===== src/rtl/core/socks_command_header_parser_defines.svh =====
// Assertion macros for the SOCKS command header parser RTL.
// Define NO_ASSERTIONS to compile the checks out.
`ifndef SOCKS_COMMAND_HEADER_PARSER_DEFINES_SVH
`define SOCKS_COMMAND_HEADER_PARSER_DEFINES_SVH

`ifndef NO_ASSERTIONS

// Same-cycle implication, disabled during reset
`define SCH_ASSERT_IMPL(lbl, clk, rst_n, ante, cons) \
  lbl: assert property (@(posedge clk) disable iff (!rst_n) (ante) |-> (cons)) \
    else $error("sch assertion failed");

// Next-cycle implication, disabled during reset
`define SCH_ASSERT_NEXT(lbl, clk, rst_n, ante, cons) \
  lbl: assert property (@(posedge clk) disable iff (!rst_n) (ante) |=> (cons)) \
    else $error("sch assertion failed");

`else

`define SCH_ASSERT_IMPL(lbl, clk, rst_n, ante, cons)
`define SCH_ASSERT_NEXT(lbl, clk, rst_n, ante, cons)

`endif

`endif


===== src/rtl/core/sch_pkg.sv =====
`timescale 1ns / 1ps
`default_nettype none

package sch_pkg;

  // One input byte and its end-of-message mark
  typedef struct packed {
    logic [7:0] data_byte;
    logic       last_byte;
  } sch_item_t;

  // One classified byte
  typedef struct packed {
    logic [3:0] role;
    logic [7:0] value;
    logic [7:0] addr_index;
    logic       message_done;
    logic [1:0] status;
  } sch_result_t;

  // Field roles
  localparam logic [3:0] ROLE_VERSION    = 4'd0;
  localparam logic [3:0] ROLE_COMMAND    = 4'd1;
  localparam logic [3:0] ROLE_RESERVED   = 4'd2;
  localparam logic [3:0] ROLE_ADDR_TYPE  = 4'd3;
  localparam logic [3:0] ROLE_DOMAIN_LEN = 4'd4;
  localparam logic [3:0] ROLE_ADDR_BYTE  = 4'd5;
  localparam logic [3:0] ROLE_PORT_HI    = 4'd6;
  localparam logic [3:0] ROLE_PORT_LO    = 4'd7;
  localparam logic [3:0] ROLE_TRAILING   = 4'd8;

  // Message status
  localparam logic [1:0] STATUS_IN_PROGRESS = 2'd0;
  localparam logic [1:0] STATUS_COMPLETE    = 2'd1;
  localparam logic [1:0] STATUS_TRUNCATED   = 2'd2;

  // Address type codes
  localparam logic [7:0] ATYP_IPV4   = 8'd1;
  localparam logic [7:0] ATYP_DOMAIN = 8'd3;
  localparam logic [7:0] ATYP_IPV6   = 8'd4;

  // Address lengths
  localparam logic [7:0] IPV4_LEN = 8'd4;
  localparam logic [7:0] IPV6_LEN = 8'd16;

  // Byte positions
  localparam logic [8:0] POS_ADDR_TYPE    = 9'd3;
  localparam logic [8:0] POS_ADDR_START   = 9'd4;
  localparam logic [8:0] POS_DOMAIN_START = 9'd5;
  localparam logic [8:0] POS_MAX          = 9'd511;

  // Length thresholds for completeness
  localparam logic [9:0] MIN_MESSAGE     = 10'd7;
  localparam logic [9:0] FIXED_HEAD_LEN  = 10'd6;
  localparam logic [9:0] DOMAIN_HEAD_LEN = 10'd7;

endpackage

`default_nettype wire


===== src/rtl/core/sch_in_reg.sv =====
`timescale 1ns / 1ps
`default_nettype none

module sch_in_reg (
  input  wire logic              clk,
  input  wire logic              rst_n,
  input  wire logic              in_valid,
  output logic                   in_ready,
  input  wire sch_pkg::sch_item_t in_item,
  output logic                   item_valid,
  input  wire logic              item_take,
  output sch_pkg::sch_item_t     item
);
  import sch_pkg::*;

  logic      valid_r;
  sch_item_t item_r;

  // Accept when empty or when the held item moves on this cycle
  assign in_ready   = !valid_r || item_take;
  assign item_valid = valid_r;
  assign item       = item_r;

  // Hold the accepted byte until decode takes it
  always_ff @(posedge clk) begin
    if (!rst_n) begin
      valid_r <= 1'b0;
    end else if (in_ready) begin
      valid_r <= in_valid;
    end
  end

  always_ff @(posedge clk) begin
    if (in_valid && in_ready) begin
      item_r <= in_item;
    end
  end

endmodule

`default_nettype wire


===== src/rtl/core/sch_decode.sv =====
`timescale 1ns / 1ps
`default_nettype none

`include "socks_command_header_parser_defines.svh"

module sch_decode (
  input  wire logic               clk,
  input  wire logic               rst_n,
  input  wire logic               advance,
  input  wire sch_pkg::sch_item_t item,
  output sch_pkg::sch_result_t    res
);
  import sch_pkg::*;

  logic [8:0] pos_r, pos_nxt;
  logic [7:0] atyp_r, atyp_nxt;
  logic [7:0] alen_r, alen_nxt;

  logic       is_ip;
  logic       is_domain;
  logic       addr_known;
  logic [8:0] addr_start;
  logic [8:0] offset;
  logic [9:0] count;
  logic [9:0] need;
  logic       complete;
  logic       nxt_is_ip;
  logic       nxt_is_domain;

  // Classify the byte against the current position and kept address info
  always_comb begin
    res.role         = ROLE_TRAILING;
    res.value        = item.data_byte;
    res.addr_index   = 8'd0;
    res.message_done = item.last_byte;
    atyp_nxt         = atyp_r;
    alen_nxt         = alen_r;

    is_ip      = (atyp_r == ATYP_IPV4) || (atyp_r == ATYP_IPV6);
    is_domain  = (atyp_r == ATYP_DOMAIN);
    addr_start = is_domain ? POS_DOMAIN_START : POS_ADDR_START;
    offset     = pos_r - addr_start;
    addr_known = 1'b0;

    if (pos_r < POS_ADDR_START) begin
      res.role = 4'(pos_r);
      if (pos_r == POS_ADDR_TYPE) begin
        atyp_nxt = item.data_byte;
        if (item.data_byte == ATYP_IPV4) begin
          alen_nxt = IPV4_LEN;
        end else if (item.data_byte == ATYP_IPV6) begin
          alen_nxt = IPV6_LEN;
        end else begin
          alen_nxt = 8'd0;
        end
      end
    end else begin
      addr_known = is_ip || (is_domain && (pos_r != POS_ADDR_START));
      if (is_domain && (pos_r == POS_ADDR_START)) begin
        res.role = ROLE_DOMAIN_LEN;
        alen_nxt = item.data_byte;
      end
      if (addr_known) begin
        if (offset < {1'b0, alen_r}) begin
          res.role       = ROLE_ADDR_BYTE;
          res.addr_index = offset[7:0];
        end else if (offset == {1'b0, alen_r}) begin
          res.role = ROLE_PORT_HI;
        end else if (offset == ({1'b0, alen_r} + 9'd1)) begin
          res.role = ROLE_PORT_LO;
        end else begin
          res.role = ROLE_TRAILING;
        end
      end
    end

    // Judge completeness from the updated address type and length
    nxt_is_ip     = (atyp_nxt == ATYP_IPV4) || (atyp_nxt == ATYP_IPV6);
    nxt_is_domain = (atyp_nxt == ATYP_DOMAIN);
    count         = {1'b0, pos_r} + 10'd1;
    need          = MIN_MESSAGE;
    complete      = 1'b0;
    if (pos_r >= POS_ADDR_TYPE) begin
      if (nxt_is_ip) begin
        need = FIXED_HEAD_LEN + {2'b00, alen_nxt};
      end else if (nxt_is_domain) begin
        need = DOMAIN_HEAD_LEN + {2'b00, alen_nxt};
      end
    end
    if (nxt_is_domain && (pos_r == POS_ADDR_TYPE)) begin
      complete = 1'b0;
    end else begin
      complete = (count >= need);
    end

    if (!item.last_byte) begin
      res.status = STATUS_IN_PROGRESS;
    end else if (complete) begin
      res.status = STATUS_COMPLETE;
    end else begin
      res.status = STATUS_TRUNCATED;
    end

    if (pos_r < POS_MAX) begin
      pos_nxt = pos_r + 9'd1;
    end else begin
      pos_nxt = pos_r;
    end
  end

  // Advance parser state; clear it after the final byte
  always_ff @(posedge clk) begin
    if (!rst_n) begin
      pos_r  <= 9'd0;
      atyp_r <= 8'd0;
      alen_r <= 8'd0;
    end else if (advance) begin
      if (item.last_byte) begin
        pos_r  <= 9'd0;
        atyp_r <= 8'd0;
        alen_r <= 8'd0;
      end else begin
        pos_r  <= pos_nxt;
        atyp_r <= atyp_nxt;
        alen_r <= alen_nxt;
      end
    end
  end

  `SCH_ASSERT_NEXT(a_clear_after_last, clk, rst_n, advance && item.last_byte,
    (pos_r == 9'd0) && (atyp_r == 8'd0) && (alen_r == 8'd0))
  `SCH_ASSERT_NEXT(a_pos_steps, clk, rst_n,
    advance && !item.last_byte && (pos_r != POS_MAX),
    pos_r == 9'($past(pos_r) + 9'd1))
  `SCH_ASSERT_IMPL(a_index_in_range, clk, rst_n, res.role == ROLE_ADDR_BYTE,
    res.addr_index < alen_r)

endmodule

`default_nettype wire


===== src/rtl/core/sch_out_reg.sv =====
`timescale 1ns / 1ps
`default_nettype none

module sch_out_reg (
  input  wire logic                 clk,
  input  wire logic                 rst_n,
  input  wire logic                 res_valid,
  output logic                      res_ready,
  input  wire sch_pkg::sch_result_t res,
  output logic                      out_valid,
  input  wire logic                 out_ready,
  output sch_pkg::sch_result_t      out_res
);
  import sch_pkg::*;

  logic        valid_r;
  sch_result_t res_r;

  // Load when empty or when the held result is taken this cycle
  assign res_ready = !valid_r || out_ready;
  assign out_valid = valid_r;
  assign out_res   = res_r;

  always_ff @(posedge clk) begin
    if (!rst_n) begin
      valid_r <= 1'b0;
    end else if (res_ready) begin
      valid_r <= res_valid;
    end
  end

  // Hold the result until the receiver takes the transfer
  always_ff @(posedge clk) begin
    if (res_valid && res_ready) begin
      res_r <= res;
    end
  end

endmodule

`default_nettype wire


===== src/rtl/core/socks_command_header_parser.sv =====
// SOCKS5 command request/reply header parser.
// Input channel (in_valid/in_ready): one message byte per transfer with
// in_last_byte marking the final byte. Output channel (out_valid/out_ready):
// one result per input byte, naming the byte's field (version, command,
// reserved, address type, domain length, address byte with index, port
// high/low, trailing), the byte itself, and on the final byte whether the
// message was complete or truncated.
// An accepted byte is registered in the input register, classified by the
// combinational decode stage as it moves into the output register, and
// shown on the out_ ports from then on. Throughput: one byte per cycle
// while out_ready stays high; each register holds one byte, so a new byte
// enters as the last one moves on.
// Reset (rst_n low, synchronous) empties both registers and returns the
// parser to the first byte of a message; it needs no clearing pass.
// When the receiver stalls, the result holds in the output register, one
// more byte waits in the input register, and in_ready then drops until the
// output moves. The parser also restarts itself after every final byte.
`timescale 1ns / 1ps
`default_nettype none

module socks_command_header_parser (
  input  wire logic       clk,
  input  wire logic       rst_n,
  input  wire logic       in_valid,
  output logic            in_ready,
  input  wire logic [7:0] in_data_byte,
  input  wire logic       in_last_byte,
  output logic            out_valid,
  input  wire logic       out_ready,
  output logic [3:0]      out_role,
  output logic [7:0]      out_value,
  output logic [7:0]      out_addr_index,
  output logic            out_message_done,
  output logic [1:0]      out_status
);
  import sch_pkg::*;

  sch_item_t   in_item;
  sch_item_t   item;
  logic        item_valid;
  logic        res_ready;
  logic        advance;
  sch_result_t res;
  sch_result_t out_res;

  assign in_item.data_byte = in_data_byte;
  assign in_item.last_byte = in_last_byte;

  // Move a byte through decode when the output register can take it
  assign advance = item_valid && res_ready;

  sch_in_reg u_in_reg (
    .clk        (clk),
    .rst_n      (rst_n),
    .in_valid   (in_valid),
    .in_ready   (in_ready),
    .in_item    (in_item),
    .item_valid (item_valid),
    .item_take  (res_ready),
    .item       (item)
  );

  sch_decode u_decode (
    .clk     (clk),
    .rst_n   (rst_n),
    .advance (advance),
    .item    (item),
    .res     (res)
  );

  sch_out_reg u_out_reg (
    .clk       (clk),
    .rst_n     (rst_n),
    .res_valid (item_valid),
    .res_ready (res_ready),
    .res       (res),
    .out_valid (out_valid),
    .out_ready (out_ready),
    .out_res   (out_res)
  );

  assign out_role         = out_res.role;
  assign out_value        = out_res.value;
  assign out_addr_index   = out_res.addr_index;
  assign out_message_done = out_res.message_done;
  assign out_status       = out_res.status;

endmodule

`default_nettype wire

===== config.mk =====
export PLATFORM = sky130hd
export DESIGN_NAME = socks_command_header_parser
export DESIGN_NICKNAME = d
export VERILOG_FILES = /design/src/rtl/core/sch_pkg.sv /design/src/rtl/core/sch_in_reg.sv /design/src/rtl/core/sch_decode.sv /design/src/rtl/core/sch_out_reg.sv /design/src/rtl/core/socks_command_header_parser.sv
export VERILOG_INCLUDE_DIRS = /design/src /design/src/rtl/core
export SDC_FILE = /design/constraint.sdc
export NUM_CORES = 1
export LEC_CHECK = 0
export BUFFER_PORTS_ARGS = -buffer_cell sky130_fd_sc_hd__buf_2
export CORE_UTILIZATION = 50
export DETAILED_ROUTE_END_ITERATION = 6
export MAX_ROUTING_LAYER = met4
export PLACE_DENSITY = 0.69
export RECOVER_POWER = 100
export REMOVE_ABC_BUFFERS = 1
export SYNTH_ARGS = -nofsm -noshare
export SYNTH_HDL_FRONTEND = slang
export SYNTH_SLANG_ARGS = --single-unit

===== constraint.sdc =====
create_clock -name clk -period 11.1 [get_ports clk]
set_clock_uncertainty 0.1 [all_clocks]
set_input_delay 0.555 -clock clk [delete_from_list [all_inputs] [get_ports clk]]
set_output_delay 0.555 -clock clk [all_outputs]
set_load 0.005 [all_outputs]

==> flow_summary.json <==
{
  "outcome": "finished, violations left",
  "violations": "capacitance limit, slew limit",
  "relSlewSlack_pct": -12.0,
  "synth_edf_count": 32,
  "ys_async_sr_fraction_pct": 0,
  "ys.flop_type": "edfxtp_1",
  "yosysSeqAreaShare_pct": 38.3,
  "ant_nets": 0,
  "grt_usage_pct": 25.5,
  "die_h_um": 90.6,
  "ir_drop_mv": 0.0612,
  "grt-ovfl-total": 0,
  "fp.dieW_um": 90.6,
  "clkTransAtPathRegs_ns": 0.07,
  "setup_slack_ns": 6.15,
  "port_buffers": 37,
  "hp-class": "in -> reg",
  "cts_made_buffers": 9,
  "grt_pass1_vias": 2983,
  "yosysWarningCount": 0,
  "gp_congestion": 0.898,
  "die_area_um2": 8200,
  "grt_max_degree": 30,
  "htreeDepth": 3,
  "crit_family": "simple AND/OR/NAND/NOR gates",
  "max_cap_viol_count": 1,
  "diodes": 0,
  "ff2ff_setup_slack_ns": 6.15,
  "p_leak_nw": 1.66,
  "root_buffer": "clkbuf_8",
  "rows": 31,
  "final_cell_mix": "edfxtp_1, nor2_1, buf_2, dfxtp_1, nor2b_1",
  "finalHoldViolations": 0,
  "synth.avg_cell_area_um2": 9.43,
  "yosysUniqueCellTypes": 70,
  "slew_viol_final": 30,
  "num_io_pins": 38,
  "crit_fanout": 12,
  "drc": 0,
  "dp_cells": 535,
  "ctsResizeCount": 0,
  "worst_pin_slew_ns": 1.68,
  "grt_first_pass_wirelength_um": 15700,
  "cts_sinks": 59,
  "rsz0062_at_grt": "false",
  "syn_inst": 416,
  "final_core_util_pct": 58.4,
  "period_minus_slack_ns": 4.95,
  "num-nets-final": 484,
  "powerDensity_nw_per_um2": 112,
  "cp-end-kind": "flip-flop",
  "drt_pass1_iterations": 5,
  "vias": 3348,
  "ys_seq_elements": 59,
  "drive_above_1_share_pct": 13.1,
  "setup_tns_ns": 0,
  "clock_latency_ns": 0.35,
  "postCtsSetupBuffers": 0,
  "fmax_ghz": 0.202,
  "antenna_found_initial": 0,
  "n_fill_cell": 681,
  "dr.first_iter.drc_count": 295,
  "crit_slowest_cell": "or4_1",
  "initial_core_util_pct": 52.9,
  "wl_per_cell_um": 18.1,
  "post-dp-hpwl_um": 7450,
  "pre_cts_slack_ns": 6.52,
  "crit_top_cell": "ha_1",
  "syn_area_um2": 3920,
  "slowest_delay_ns": 0.73,
  "cp.arrival_ns": 4.93,
  "cts_hold_buf": 0,
  "vias_per_cell": 6.08,
  "crit_chain": "inv_1 > ha_1 > or4bb_1 > or4_1 > mux2i_1 > ha_1 > a21oi_1 > nor2_1 > ha_1 > a21o_1 > a21o_1 > a21oi_1 > nor2b_1 > o41ai_1 > o21ai_0",
  "critPathBufInv": 1,
  "wirelength_um": 9980,
  "final_common_cell": "edfxtp_1",
  "layout.cells.non_filler": 551,
  "crit_type": "reg -> reg",
  "cp_data_required_time_ns": 11.08,
  "period_share_pct": 44.6,
  "coreArea_um2": 7410,
  "syn2layout_area_growth_pct": 10.3,
  "setup_viol": 0,
  "clockBufferDepth": 2,
  "cp-start-kind": "flip-flop",
  "cts_tree": "yes",
  "finalHoldWorstSlack_ns": 0.278
}
[stage by stage]
| step | total power, W | instance area, um2 |
|---|---|---|
| 5_1_grt | 0.000499 | 4330 |
| 2_1_floorplan | 0.000255 | 3830 |
| 6_report | 0.000485 | 4330 |
| 3_5_place_dp | 0.000267 | 4150 |
| 4_1_cts | 0.000489 | 4380 |
| 3_3_place_gp | 0.000267 | 4150 |
[cell families (layout without fill, tap and decap cells)]
group,Yosys count,after routing,share of synthesized area (%)
XOR/XNOR,28,28,6.95
flip-flops,59,59,38.3
AO/OA/AOI/OAI,91,91,15.5
AND/OR/NAND/NOR,171,171,24.5
adder cells (fa/ha/maj),24,24,7.66
multiplexers,8,8,3.16
buffers and inverters,35,71,3.96
[layer usage]
| metal | part of all wire, % | GRT usage [%] | vias up |
|---|---|---|---|
| li1 | - | - | 1595 |
| met1 | 45 | 35.1 | 1600 |
| met2 | 46 | 37.9 | 138 |
| met4 | 1.2 | 7.93 | 0 |
| met3 | 7.7 | 4.97 | 15 |
| met5 | 0 | - | - |
[report_power, final]
group | internal [W] | leakage (nW) | total, W | switching [W]
combinational | 0.00000797 | 1.02 | 0.0000199 | 0.0000119
sequential | 0.000237 | 0.527 | 0.000242 | 0.00000551
clock | 0.000128 | 0.114 | 0.000223 | 0.0000952
[layout make-up]
cell class / instances / area [um2] / area share (%)
Multi-Input combinational cell: 322 / 2230 / 51.6
Sequential cell: 59 / 1500 / 34.7
Timing Repair Buffer: 39 / 185 / 4.28
Clock buffer: 9 / 124 / 2.86
Tap cell: 99 / 124 / 2.86
Clock inverter: 7 / 100 / 2.31
Inverter: 16 / 60.1 / 1.39
[flip-flops by register name, summed over array words and instances (netlist names)]
register / count
u_decode.alen_r: 8
u_in_reg.item_valid: 1
u_out_reg.out_res: 23
u_out_reg.out_valid: 1
u_decode.pos_r: 9
u_decode.atyp_r: 8
u_in_reg.item: 9
[path summary, 6_finish.rpt]
path	start	end	cells past startpoint
setup reg to reg	u_decode.pos_r[0]	u_out_reg.out_res[0]	15
setup / recovery	u_decode.pos_r[0]	u_out_reg.out_res[0]	15
hold reg to reg	u_in_reg.item_valid	u_out_reg.out_valid	1
hold / removal	in_data_byte[2]	u_in_reg.item[3]	1
[cell usage after synthesis (all sizes together), types with 6 or more instances]
cell	number	area (um2)
nor3	12	60.1
or4	6	52.6
nand4	7	43.8
a21oi	21	109
nor2	31	119
xnor2	19	166
nand3	18	90.1
and2	11	68.8
o21ai	19	98.9
xor2	7	61.3
ha	24	300
inv	14	52.6
a22oi	17	128
clkbuf	14	52.6
mux2i	6	97.6
dfxtp	27	541
nand2	25	93.8
nor2b	27	176
nand2b	6	37.5
edfxtp	32	961
Power figures use the tool's default switching activity.
